$ cat config.mk
export PLATFORM = sky130hd
export DESIGN_NAME = stuffed_frame_receiver
export DESIGN_NICKNAME = d
export VERILOG_FILES = /design/src/design/sfr_pkg.sv /design/src/design/sfr_cfg_regs.sv /design/src/design/sfr_deframe.sv /design/src/design/stuffed_frame_receiver.sv
export VERILOG_INCLUDE_DIRS = /design/src /design/src/design
export SDC_FILE = /design/constraint.sdc
export NUM_CORES = 1
export LEC_CHECK = 0
export ABC_CLOCK_PERIOD_IN_PS = 8700
export BUFFER_PORTS_ARGS = -buffer_cell sky130_fd_sc_hd__clkbuf_2
export CAP_MARGIN = 20
export CORE_ASPECT_RATIO = 1.75
export CORE_MARGIN = 1.5
export CORE_UTILIZATION = 39
export DETAILED_ROUTE_END_ITERATION = 6
export HOLD_SLACK_MARGIN = 0.02
export PLACE_DENSITY = 0.68
export SLEW_MARGIN = 25
export SYNTH_ARGS = -nofsm -noshare
export SYNTH_HDL_FRONTEND = slang
export SYNTH_SLANG_ARGS = --single-unit
$ cat constraint.sdc
create_clock -name clk -period 8.7 [get_ports clk]
set_input_delay 1.74 -clock clk [delete_from_list [all_inputs] [get_ports clk]]
set_output_delay 1.74 -clock clk [all_outputs]
set_load 0.02 [all_outputs]
$ cat src/design/stuffed_frame_receiver_defines.svh
// Assertion macros for the stuffed frame receiver.
`ifndef STUFFED_FRAME_RECEIVER_DEFINES_SVH
`define STUFFED_FRAME_RECEIVER_DEFINES_SVH

// same-cycle implication, checked on clk, off during reset
`define SFR_ASSERT_IMPL(label, ante, cons) \
	label: assert property (@(posedge clk) disable iff (!arst_n) (ante) |-> (cons)) \
		else $error("sfr check failed");

// next-cycle implication
`define SFR_ASSERT_NEXT(label, ante, cons) \
	label: assert property (@(posedge clk) disable iff (!arst_n) (ante) |=> (cons)) \
		else $error("sfr check failed");

`endif

$ cat src/design/sfr_pkg.sv
// Types and constants shared by the stuffed frame receiver modules.
`timescale 1ns / 1ps
package sfr_pkg;

	localparam int unsigned LenW = 17;
	localparam int unsigned IdxW = 16;
	localparam int unsigned AddrW = 5;
	localparam int unsigned TdataW = 48;

	localparam logic [LenW-1:0] LimitLo = 17'd7;
	localparam logic [LenW-1:0] MinFrameLen = 17'd3;
	localparam logic [LenW-1:0] MinPayloadLen = 17'd5;
	localparam logic [7:0] AddrPrimary = 8'h01;
	localparam logic [7:0] AddrSecondary = 8'h03;

	localparam logic [7:0] FlagValueRst = 8'h7E;
	localparam logic [7:0] EscapeValueRst = 8'h7D;
	localparam logic [7:0] FlagCodeRst = 8'h5E;
	localparam logic [7:0] EscapeCodeRst = 8'h5D;
	localparam logic [LenW-1:0] MaxLengthRst = 17'd256;

	typedef enum logic [2:0] {
		REG_FLAG_VALUE = 3'd0,
		REG_ESCAPE_VALUE = 3'd1,
		REG_FLAG_CODE = 3'd2,
		REG_ESCAPE_CODE = 3'd3,
		REG_MAX_LENGTH = 3'd4
	} reg_idx_t;

	typedef enum logic [1:0] {
		MODE_HUNT = 2'd0,
		MODE_FRAME = 2'd1,
		MODE_ESC = 2'd2,
		MODE_DROP = 2'd3
	} mode_t;

	typedef enum logic [1:0] {
		ST_OK = 2'd0,
		ST_SHORT = 2'd1,
		ST_TRUNC = 2'd2,
		ST_ESC_ERR = 2'd3
	} status_t;

	typedef struct packed {
		logic [7:0] flag_value;
		logic [7:0] escape_value;
		logic [7:0] flag_code;
		logic [7:0] escape_code;
		logic [LenW-1:0] eff_limit;
	} cfg_t;

	typedef struct packed {
		logic kind;
		logic [7:0] data_byte;
		logic [IdxW-1:0] byte_index;
		logic [LenW-1:0] frame_length;
		status_t status;
		logic header_ok;
		logic payload_ok;
	} res_t;

endpackage

$ cat src/design/sfr_cfg_regs.sv
// APB register bank with limit saturation for the stuffed frame receiver.
`timescale 1ns / 1ps
module sfr_cfg_regs #(
	parameter int unsigned MAX_FRAME_LIMIT = 65536
) (
	input  logic clk,
	input  logic arst_n,
	input  logic psel,
	input  logic penable,
	input  logic pwrite,
	input  logic [sfr_pkg::AddrW-1:0] paddr,
	input  logic [31:0] pwdata,
	output logic [31:0] prdata,
	output sfr_pkg::cfg_t cfg
);

	localparam logic [sfr_pkg::LenW-1:0] LimitHi = sfr_pkg::LenW'(MAX_FRAME_LIMIT);

	logic [7:0] flag_value_q;
	logic [7:0] escape_value_q;
	logic [7:0] flag_code_q;
	logic [7:0] escape_code_q;
	logic [sfr_pkg::LenW-1:0] max_length_q;
	logic [2:0] idx;
	logic wr_en;

	assign idx = paddr[sfr_pkg::AddrW-1:2];
	assign wr_en = psel && penable && pwrite;

	always_ff @(posedge clk or negedge arst_n) begin
		if (!arst_n) begin
			flag_value_q <= sfr_pkg::FlagValueRst;
			escape_value_q <= sfr_pkg::EscapeValueRst;
			flag_code_q <= sfr_pkg::FlagCodeRst;
			escape_code_q <= sfr_pkg::EscapeCodeRst;
			max_length_q <= sfr_pkg::MaxLengthRst;
		end else if (wr_en) begin
			case (idx)
				sfr_pkg::REG_FLAG_VALUE: flag_value_q <= pwdata[7:0];
				sfr_pkg::REG_ESCAPE_VALUE: escape_value_q <= pwdata[7:0];
				sfr_pkg::REG_FLAG_CODE: flag_code_q <= pwdata[7:0];
				sfr_pkg::REG_ESCAPE_CODE: escape_code_q <= pwdata[7:0];
				sfr_pkg::REG_MAX_LENGTH: max_length_q <= pwdata[sfr_pkg::LenW-1:0];
				default: ;
			endcase
		end
	end

	always_comb begin
		case (idx)
			sfr_pkg::REG_FLAG_VALUE: prdata = {24'd0, flag_value_q};
			sfr_pkg::REG_ESCAPE_VALUE: prdata = {24'd0, escape_value_q};
			sfr_pkg::REG_FLAG_CODE: prdata = {24'd0, flag_code_q};
			sfr_pkg::REG_ESCAPE_CODE: prdata = {24'd0, escape_code_q};
			sfr_pkg::REG_MAX_LENGTH: prdata = {15'd0, max_length_q};
			default: prdata = 32'd0;
		endcase
	end

	always_comb begin
		cfg.flag_value = flag_value_q;
		cfg.escape_value = escape_value_q;
		cfg.flag_code = flag_code_q;
		cfg.escape_code = escape_code_q;
		if (max_length_q < sfr_pkg::LimitLo) begin
			cfg.eff_limit = sfr_pkg::LimitLo;
		end else if (max_length_q > LimitHi) begin
			cfg.eff_limit = LimitHi;
		end else begin
			cfg.eff_limit = max_length_q;
		end
	end

endmodule

$ cat src/design/sfr_deframe.sv
// Deframer state and per-byte destuffing, length and check logic.
`timescale 1ns / 1ps
module sfr_deframe (
	input  logic clk,
	input  logic arst_n,
	input  logic step,
	input  logic [7:0] rx_byte,
	input  sfr_pkg::cfg_t cfg,
	output logic res_valid,
	output sfr_pkg::res_t res
);

	sfr_pkg::mode_t mode_q, mode_d;
	logic [sfr_pkg::LenW-1:0] count_q, count_d;
	logic [7:0] addr_q, addr_d;
	logic [7:0] hxor_q, hxor_d;
	logic [7:0] pxor_q, pxor_d;

	logic is_flag;
	logic is_esc;
	logic do_data;
	logic do_end;
	logic end_checks;
	sfr_pkg::status_t end_status;
	logic [7:0] data_val;
	logic [sfr_pkg::LenW-1:0] count_inc;
	logic clear_frame;

	assign is_flag = (rx_byte == cfg.flag_value);
	assign is_esc = (rx_byte == cfg.escape_value);
	assign count_inc = count_q + sfr_pkg::LenW'(1);

	// next mode and action decode
	always_comb begin
		mode_d = mode_q;
		do_data = 1'b0;
		do_end = 1'b0;
		end_checks = 1'b0;
		end_status = sfr_pkg::ST_OK;
		data_val = rx_byte;
		clear_frame = 1'b0;
		case (mode_q)
			sfr_pkg::MODE_HUNT: begin
				if (is_flag) begin
					clear_frame = 1'b1;
					mode_d = sfr_pkg::MODE_FRAME;
				end
			end
			sfr_pkg::MODE_FRAME: begin
				if (is_flag) begin
					do_end = 1'b1;
					if (count_q < sfr_pkg::MinFrameLen) begin
						end_status = sfr_pkg::ST_SHORT;
						clear_frame = 1'b1;
					end else begin
						end_checks = 1'b1;
						mode_d = sfr_pkg::MODE_HUNT;
					end
				end else if (is_esc) begin
					mode_d = sfr_pkg::MODE_ESC;
				end else begin
					do_data = 1'b1;
				end
			end
			sfr_pkg::MODE_ESC: begin
				if (rx_byte == cfg.flag_code) begin
					do_data = 1'b1;
					data_val = cfg.flag_value;
				end else if (rx_byte == cfg.escape_code) begin
					do_data = 1'b1;
					data_val = cfg.escape_value;
				end else begin
					do_end = 1'b1;
					end_status = sfr_pkg::ST_ESC_ERR;
					mode_d = sfr_pkg::MODE_HUNT;
				end
			end
			sfr_pkg::MODE_DROP: begin
				if (is_flag) begin
					do_end = 1'b1;
					end_status = sfr_pkg::ST_TRUNC;
					end_checks = 1'b1;
					mode_d = sfr_pkg::MODE_HUNT;
				end
			end
			default: mode_d = sfr_pkg::MODE_HUNT;
		endcase
		if (do_data) begin
			mode_d = (count_inc >= cfg.eff_limit) ? sfr_pkg::MODE_DROP : sfr_pkg::MODE_FRAME;
		end
	end

	// frame accumulators
	always_comb begin
		count_d = count_q;
		addr_d = addr_q;
		hxor_d = hxor_q;
		pxor_d = pxor_q;
		if (clear_frame) begin
			count_d = '0;
			addr_d = '0;
			hxor_d = '0;
			pxor_d = '0;
		end else if (do_data) begin
			count_d = count_inc;
			if (count_q == '0) begin
				addr_d = data_val;
				hxor_d = data_val;
			end else if (count_q < sfr_pkg::MinFrameLen) begin
				hxor_d = hxor_q ^ data_val;
			end else begin
				pxor_d = pxor_q ^ data_val;
			end
		end
	end

	// result fields
	always_comb begin
		res_valid = do_data || do_end;
		res = '0;
		if (do_data) begin
			res.data_byte = data_val;
			res.byte_index = count_q[sfr_pkg::IdxW-1:0];
		end else begin
			res.kind = 1'b1;
			res.frame_length = count_q;
			res.status = end_status;
			res.header_ok = end_checks && (count_q >= sfr_pkg::MinFrameLen)
				&& ((addr_q == sfr_pkg::AddrPrimary) || (addr_q == sfr_pkg::AddrSecondary))
				&& (hxor_q == 8'd0);
			res.payload_ok = end_checks && (count_q >= sfr_pkg::MinPayloadLen)
				&& (pxor_q == 8'd0);
		end
	end

	always_ff @(posedge clk or negedge arst_n) begin
		if (!arst_n) begin
			mode_q <= sfr_pkg::MODE_HUNT;
			count_q <= '0;
			addr_q <= '0;
			hxor_q <= '0;
			pxor_q <= '0;
		end else if (step) begin
			mode_q <= mode_d;
			count_q <= count_d;
			addr_q <= addr_d;
			hxor_q <= hxor_d;
			pxor_q <= pxor_d;
		end
	end

endmodule

$ cat src/design/stuffed_frame_receiver.sv
// Top level of the stuffed frame receiver: input stage, deframer, result register.
//
//  port group | dir | beat contents
//  s_t*       | in  | tdata[7:0] rx_byte
//  m_t*       | out | tuser kind; tdata data_byte..payload_ok, 48 bits
//  p*         | cfg | APB, regs at 4*i: flag, escape, flag code, escape code, max_length
//
// One byte per cycle sustained while the result register drains; a byte is held in the
// input stage and its result, if any, is loaded into the result register when it advances.
// The input stage advances when the result register is empty or being drained.
// Reset clears frame state to hunting and loads register defaults.
`timescale 1ns / 1ps
`include "stuffed_frame_receiver_defines.svh"
module stuffed_frame_receiver #(
	parameter int unsigned MAX_FRAME_LIMIT = 65536
) (
	input  logic clk,
	input  logic arst_n,
	input  logic psel,
	input  logic penable,
	input  logic pwrite,
	input  logic [sfr_pkg::AddrW-1:0] paddr,
	input  logic [31:0] pwdata,
	output logic [31:0] prdata,
	output logic pready,
	input  logic s_tvalid,
	output logic s_tready,
	input  logic [7:0] s_tdata,   // [7:0] rx_byte
	output logic m_tvalid,
	input  logic m_tready,
	// [7:0] data_byte, [23:8] byte_index, [40:24] frame_length, [42:41] status,
	// [43] header_ok, [44] payload_ok, [47:45] zero
	output logic [sfr_pkg::TdataW-1:0] m_tdata,
	output logic m_tuser          // [0] kind
);

	sfr_pkg::cfg_t cfg;
	sfr_pkg::res_t res;
	logic res_valid;
	logic valid_s1;
	logic [7:0] byte_s1;
	logic advance;

	assign pready = 1'b1;

	sfr_cfg_regs #(
		.MAX_FRAME_LIMIT(MAX_FRAME_LIMIT)
	) u_cfg (
		.clk(clk),
		.arst_n(arst_n),
		.psel(psel),
		.penable(penable),
		.pwrite(pwrite),
		.paddr(paddr),
		.pwdata(pwdata),
		.prdata(prdata),
		.cfg(cfg)
	);

	assign advance = valid_s1 && (!m_tvalid || m_tready);
	assign s_tready = !valid_s1 || advance;

	always_ff @(posedge clk or negedge arst_n) begin
		if (!arst_n) begin
			valid_s1 <= 1'b0;
		end else if (s_tready) begin
			valid_s1 <= s_tvalid;
		end
	end

	always_ff @(posedge clk) begin
		if (s_tready && s_tvalid) begin
			byte_s1 <= s_tdata;
		end
	end

	sfr_deframe u_deframe (
		.clk(clk),
		.arst_n(arst_n),
		.step(advance),
		.rx_byte(byte_s1),
		.cfg(cfg),
		.res_valid(res_valid),
		.res(res)
	);

	always_ff @(posedge clk or negedge arst_n) begin
		if (!arst_n) begin
			m_tvalid <= 1'b0;
		end else if (advance && res_valid) begin
			m_tvalid <= 1'b1;
		end else if (m_tready) begin
			m_tvalid <= 1'b0;
		end
	end

	always_ff @(posedge clk) begin
		if (advance && res_valid) begin
			m_tuser <= res.kind;
			m_tdata <= {3'd0, res.payload_ok, res.header_ok, res.status,
				res.frame_length, res.byte_index, res.data_byte};
		end
	end

	`SFR_ASSERT_IMPL(a_end_no_data, m_tvalid && m_tuser, m_tdata[23:0] == 24'd0)
	`SFR_ASSERT_IMPL(a_data_no_report, m_tvalid && !m_tuser, m_tdata[47:24] == 24'd0)
	`SFR_ASSERT_IMPL(a_short_len,
		m_tvalid && m_tuser && (m_tdata[42:41] == sfr_pkg::ST_SHORT),
		m_tdata[40:24] < sfr_pkg::MinFrameLen)
	`SFR_ASSERT_NEXT(a_result_loaded, advance && res_valid, m_tvalid)

endmodule

Word-level counts from Yosys, hierarchy flattened --
Cells that the tools add are included.
Storage, ports and cells: flip-flop bits (word level) 148, output and inout bits 84, word-level logic and storage cells 135
Cells by class: add/sub/neg operators 1, order comparisons 6, eq/ne operators 21, multiplexer cells 53, bitwise gates (word level) 2, reductions and logical operators 36
Operators with widths (count):
- 8-bit two-way mux | 14
- 17-bit case mux with 5 select lines | 1
- 17-bit two-way mux | 4
- 8-bit equality test | 4
- 2-bit two-way mux | 13
- 17-bit by 1-bit adder with 17-bit output, second input constant | 1
- 17-bit >= comparator | 1
- 17-bit by 2-bit >= comparator with 1-bit output, second input constant | 1
- 17-bit by 3-bit >= comparator with 1-bit output, second input constant | 1
- 17-bit > comparator, second input constant | 1
- 17-bit logical NOT | 1
- 17-bit by 2-bit less-than comparator with 1-bit output, second input constant | 1
- 17-bit by 3-bit less-than comparator with 1-bit output, second input constant | 1
- 8-bit logical NOT | 2
- 8-bit bitwise XOR | 2
- 1-bit two-way mux | 15
- 2-bit AND reduction | 6
- 1-bit logical AND | 10
- 8-bit by 1-bit equality test with 1-bit output, second input constant | 1
- 8-bit by 2-bit equality test with 1-bit output, second input constant | 1
- 1-bit case mux with 2 select lines | 4
- 2-bit case mux with 4 select lines | 1
- 7-bit AND reduction | 1
- 3-bit by 2-bit equality test with 1-bit output, second input constant | 2
- 19 further kinds | 30

Depth between registers and ports, before layout --
word-level depth 9, mapped depth 15, depth with buffers taken out 14

By module --
Synthesis repeated with hierarchy kept, for this count alone.
Unflattened totals: cell total of the unflattened synthesis 771, area total of the unflattened synthesis 8324.2 sq um
By module, submodules not included:
- sfr_deframe | times used 1, cells an instance 489, area an instance 4013.8 sq um, seq. area each 1051.0 sq um
- sfr_cfg_regs | times used 1, cells an instance 212, area an instance 2542.4 sq um, seq. area each 1255.0 sq um
- stuffed_frame_receiver | times used 1, cells an instance 70, area an instance 1767.9 sq um, seq. area each 1671.6 sq um

Worst setup path after synthesis --
Ideal clock, no wire load.
path kind in2out, start input port paddr[3] (netlist name), end output port prdata[7], arrival 3.040 ns, slack 3.920 ns, stages on the path 6, buffers on the path 2, cell sequence clkbuf_1 buf_2 mux2i_1 nor2_1 a21oi_1 o22ai_1
On the way: word-level cells in the longest chain between the ends 2, elaborated cells on any way between the ends 6, those cells by class eq/ne: 4; mux: 1; reduce/logical: 1
RTL lines:
- from (decl) | line stuffed_frame_receiver.sv:22 | input logic [sfr_pkg::AddrW-1:0] paddr,
- 3-bit equality test (tied with other cells) | line sfr_cfg_regs.sv:50 | case (idx)
- 17-bit case mux with 5 select lines (*) | line sfr_cfg_regs.sv:50
- to (decl) | line stuffed_frame_receiver.sv:24 | output logic [31:0] prdata,
Mark *: on every way between the ends. The rest lies on a longest branch, timed or not.

Worst setup path after layout --
start input port paddr[3] (netlist name), end output port prdata[16]
The elaborated chain is that of the path after synthesis.

==> flow_metrics.tcl <==
set metrics [dict create \
    nets 896 \
    clkPwrFrac 0.290 \
    hold_class "reg -> reg" \
    cts_buffers 17 \
    h-tree-depth 4 \
    fin_crit_sh 0.615 \
    ys_types 73 \
    wl_per_cell_um 18.2 \
    r2r_start "u_deframe.count_q[0]" \
    clk_latency_ns 0.44 \
    drv_slew 0 \
    first_iter_violations 271 \
    dp_worst_setup_slack_ns 3.32 \
    vdd_drop_max_mv 0.161 \
    post_cts_buffers 0 \
    rsz0062_at_grt "false" \
    coreArea_um2 20900 \
    ys_warn_count 0 \
    grt_pass1_vias 5789 \
    antenna_found_initial 0 \
    status "finished clean" \
    p_sw_uw 1020 \
    totalWireLength_mm 19.8 \
    cp-startpoint "paddr[3]" \
    place_hpwl_mm 14.8 \
    endpoint_kind "output pin" \
    cts.sinks 147 \
    gr-total-overflow 0 \
    start_util 0.398 \
    tns_ns 0 \
    n_antenna_cell 0 \
    grt_max_degree 61 \
    root_buffer "clkbuf_16" \
    worstHoldStart "u_deframe.addr_q[4]" \
    slew_headroom 0.378 \
    port_buffers 99 \
    cp_data_arrival_time_ns 3.61 \
    yosysTopAreaCellShare 0.210 \
    p_leak_uw 0.00410 \
    crit_type "in -> out" \
    netlist_area_um2 8330 \
    path_max_fanout 21 \
    drive_gt1_frac 0.297 \
    cts_hold_buf 0 \
    dieArea_um2 22300 \
    vias 5866 \
    path_clk_slew_ns 0.06 \
    ys_ff_latch 147 \
    syn2layout_area_growth_pct 14.3 \
    finalClockSkew_ns 0.0199 \
    synth.most_common_cell "dfrtp_1" \
    yosys-top-cells-count "dfrtp_1, edfxtp_1, mux2_2" \
    power_density_nw_per_um2 294 \
    remaining_drc_errors 0 \
    power_frac_seq 0.389 \
    fp.dieH_um 196 \
    internal_power_uw 1780 \
    synth_cells 742 \
    synthTopCellsByArea "dfrtp_1, edfxtp_1, dfstp_2" \
    start_kind "input port" \
    synth_edf_count 54 \
    cts_tree "done" \
    switching_share 0.364 \
    grt_pass1_wl_mm 31.4 \
    final_util 0.455 \
    firstDrtPassIters 4 \
    dp.cells 1051 \
    yosysTopAreaCell "dfrtp_1" \
    finalHoldViolCount 0 \
    place.gp.congestion 0.850 \
    cts_buffer_depth 2 \
    vias_per_cell 5.42 \
    min_period_ns 5.35 \
    fin_cells 1083 \
    final-setup-viol-count 0 \
    detail-route-antenna-nets 0 \
    ctsResizeCount 0 \
    tightest_slew_ns 0.931 \
    cap_violations 0 \
    io-pin-count 136 \
    async_flop_share 0.633 \
    combPwrFrac 0.320 \
    ys.flop_type "dfrtp_1" \
    worstPathRequired_ns 6.96 \
    syn_avg_cell_area_um2 11.2 \
    max_freq_mhz 187 \
    power.total_uw 2790 \
    synth_seq_area_share 0.478 \
    row_count 70 \
    fin_ws_ns 3.35 \
    grt.total_usage 0.184 \
    die_w_um 113 \
]
[worst max-delay path, cell delays in order]
cell	delay, ns
clkbuf_2	0.39
nor2b_1	0.67
nor2b_1	0.45
and2_1	0.20
clkbuf_2	0.16
[layout by cell type, fill, tap and decap left out, types with 4 or more instances in the layout]
cell | synthesis | final
clkbuf_16 | 0 | 17
a21o_1 | 7 | 7
o32ai_1 | 8 | 8
nand4_1 | 6 | 6
xnor2_1 | 16 | 16
o22ai_1 | 8 | 8
dfrtp_1 | 70 | 70
a221oi_2 | 8 | 8
a22o_1 | 5 | 5
nor2_1 | 43 | 42
a21oi_1 | 30 | 30
nand2_1 | 35 | 35
o21ai_0 | 12 | 12
edfxtp_1 | 54 | 54
nor3_1 | 7 | 7
o21bai_1 | 4 | 4
a31oi_1 | 17 | 17
mux2_2 | 48 | 48
and3_1 | 16 | 16
xor2_1 | 23 | 23
buf_4 | 26 | 6
nand3_1 | 16 | 16
conb_1 | 2 | 19
inv_1 | 24 | 24
and2_1 | 42 | 42
bufinv_16 | 0 | 5
or3_1 | 7 | 7
xnor2_2 | 7 | 7
dfstp_2 | 23 | 23
o21a_1 | 5 | 5
o31ai_1 | 17 | 17
ha_1 | 26 | 26
nor4_1 | 10 | 10
or4_1 | 10 | 10
nand2b_1 | 4 | 4
mux2i_1 | 17 | 17
clkbuf_2 | 2 | 98
[through the flow]
| step | hold slack (ns) | area, um^2 |
|---|---|---|
| after global routing | 0.523 | 9520 |
| after CTS | 0.506 | 9510 |
| final | 0.503 | 9520 |
| after detailed placement | 0.492 | 8870 |
| after floorplan | 0.461 | 8390 |
| after global placement | 0.478 | 8850 |
[cell type report]
cell class | count | area [um^2]
fill | 1914 | 11400
sequential | 147 | 3980
multi-input combinational | 522 | 3930
timing repair buffer | 105 | 556
clock buffer | 20 | 437
tap | 252 | 315
clock inverter | 12 | 205
inverter | 25 | 93.8
[kinds of logic (layout without fill, tap and decap cells)]
family	Yosys count	after routing	synth area share
AND/OR/NAND/NOR	221	221	0.150
flip-flops	147	147	0.478
AO/OA/AOI/OAI	144	144	0.131
buffers and inverters	90	162	0.0601
multiplexers	66	66	0.0867
XOR/XNOR	46	46	0.0547
adder cells (fa/ha/maj)	26	26	0.0391
other	2	19	0.000902
[state kept, by name (all words and copies together), names as in the netlist, 2 cells and up]
name and flops:
m_tdata 45, u_cfg.max_length_q 17, u_deframe.count_q 17, byte_s1 8, u_cfg.escape_code_q 8, u_cfg.escape_value_q 8
u_cfg.flag_code_q 8, u_cfg.flag_value_q 8, u_deframe.hxor_q 8, u_deframe.pxor_q 8, u_deframe.addr_q 7, u_deframe.mode_q 2
[power by group through the flow]
stage	sequential, uW	combinational (uW)	clock [uW]
4_1_cts	1090	901	817
2_1_floorplan	1100	642	0
3_3_place_gp	1100	868	0
5_1_grt	1110	992	848
6_report	1090	895	811
3_5_place_dp	1100	896	0
[worst paths after layout]
check	end	slack [ns]	cells past startpoint
worst max-delay path	prdata[16]	3.35	5
worst min-delay path	u_deframe.addr_q[4]	0.50	2
worst max register to register	u_deframe.mode_q[1]	5.11	14
worst min register to register	u_deframe.addr_q[4]	0.50	2
max in group asynchronous	u_cfg.escape_value_q[7]	6.25	2
min in group asynchronous	valid_s1	1.27	1
[routing by layer]
| metal | global-route usage | wire length [um] |
|---|---|---|
| met3 | 0.0346 | 636 |
| met1 | 0.199 | 7570 |
| met5 | 0 | 0 |
| met2 | 0.342 | 10900 |
| met4 | 0.0856 | 653 |
No activity file was read; power rests on OpenSTA's default activity.
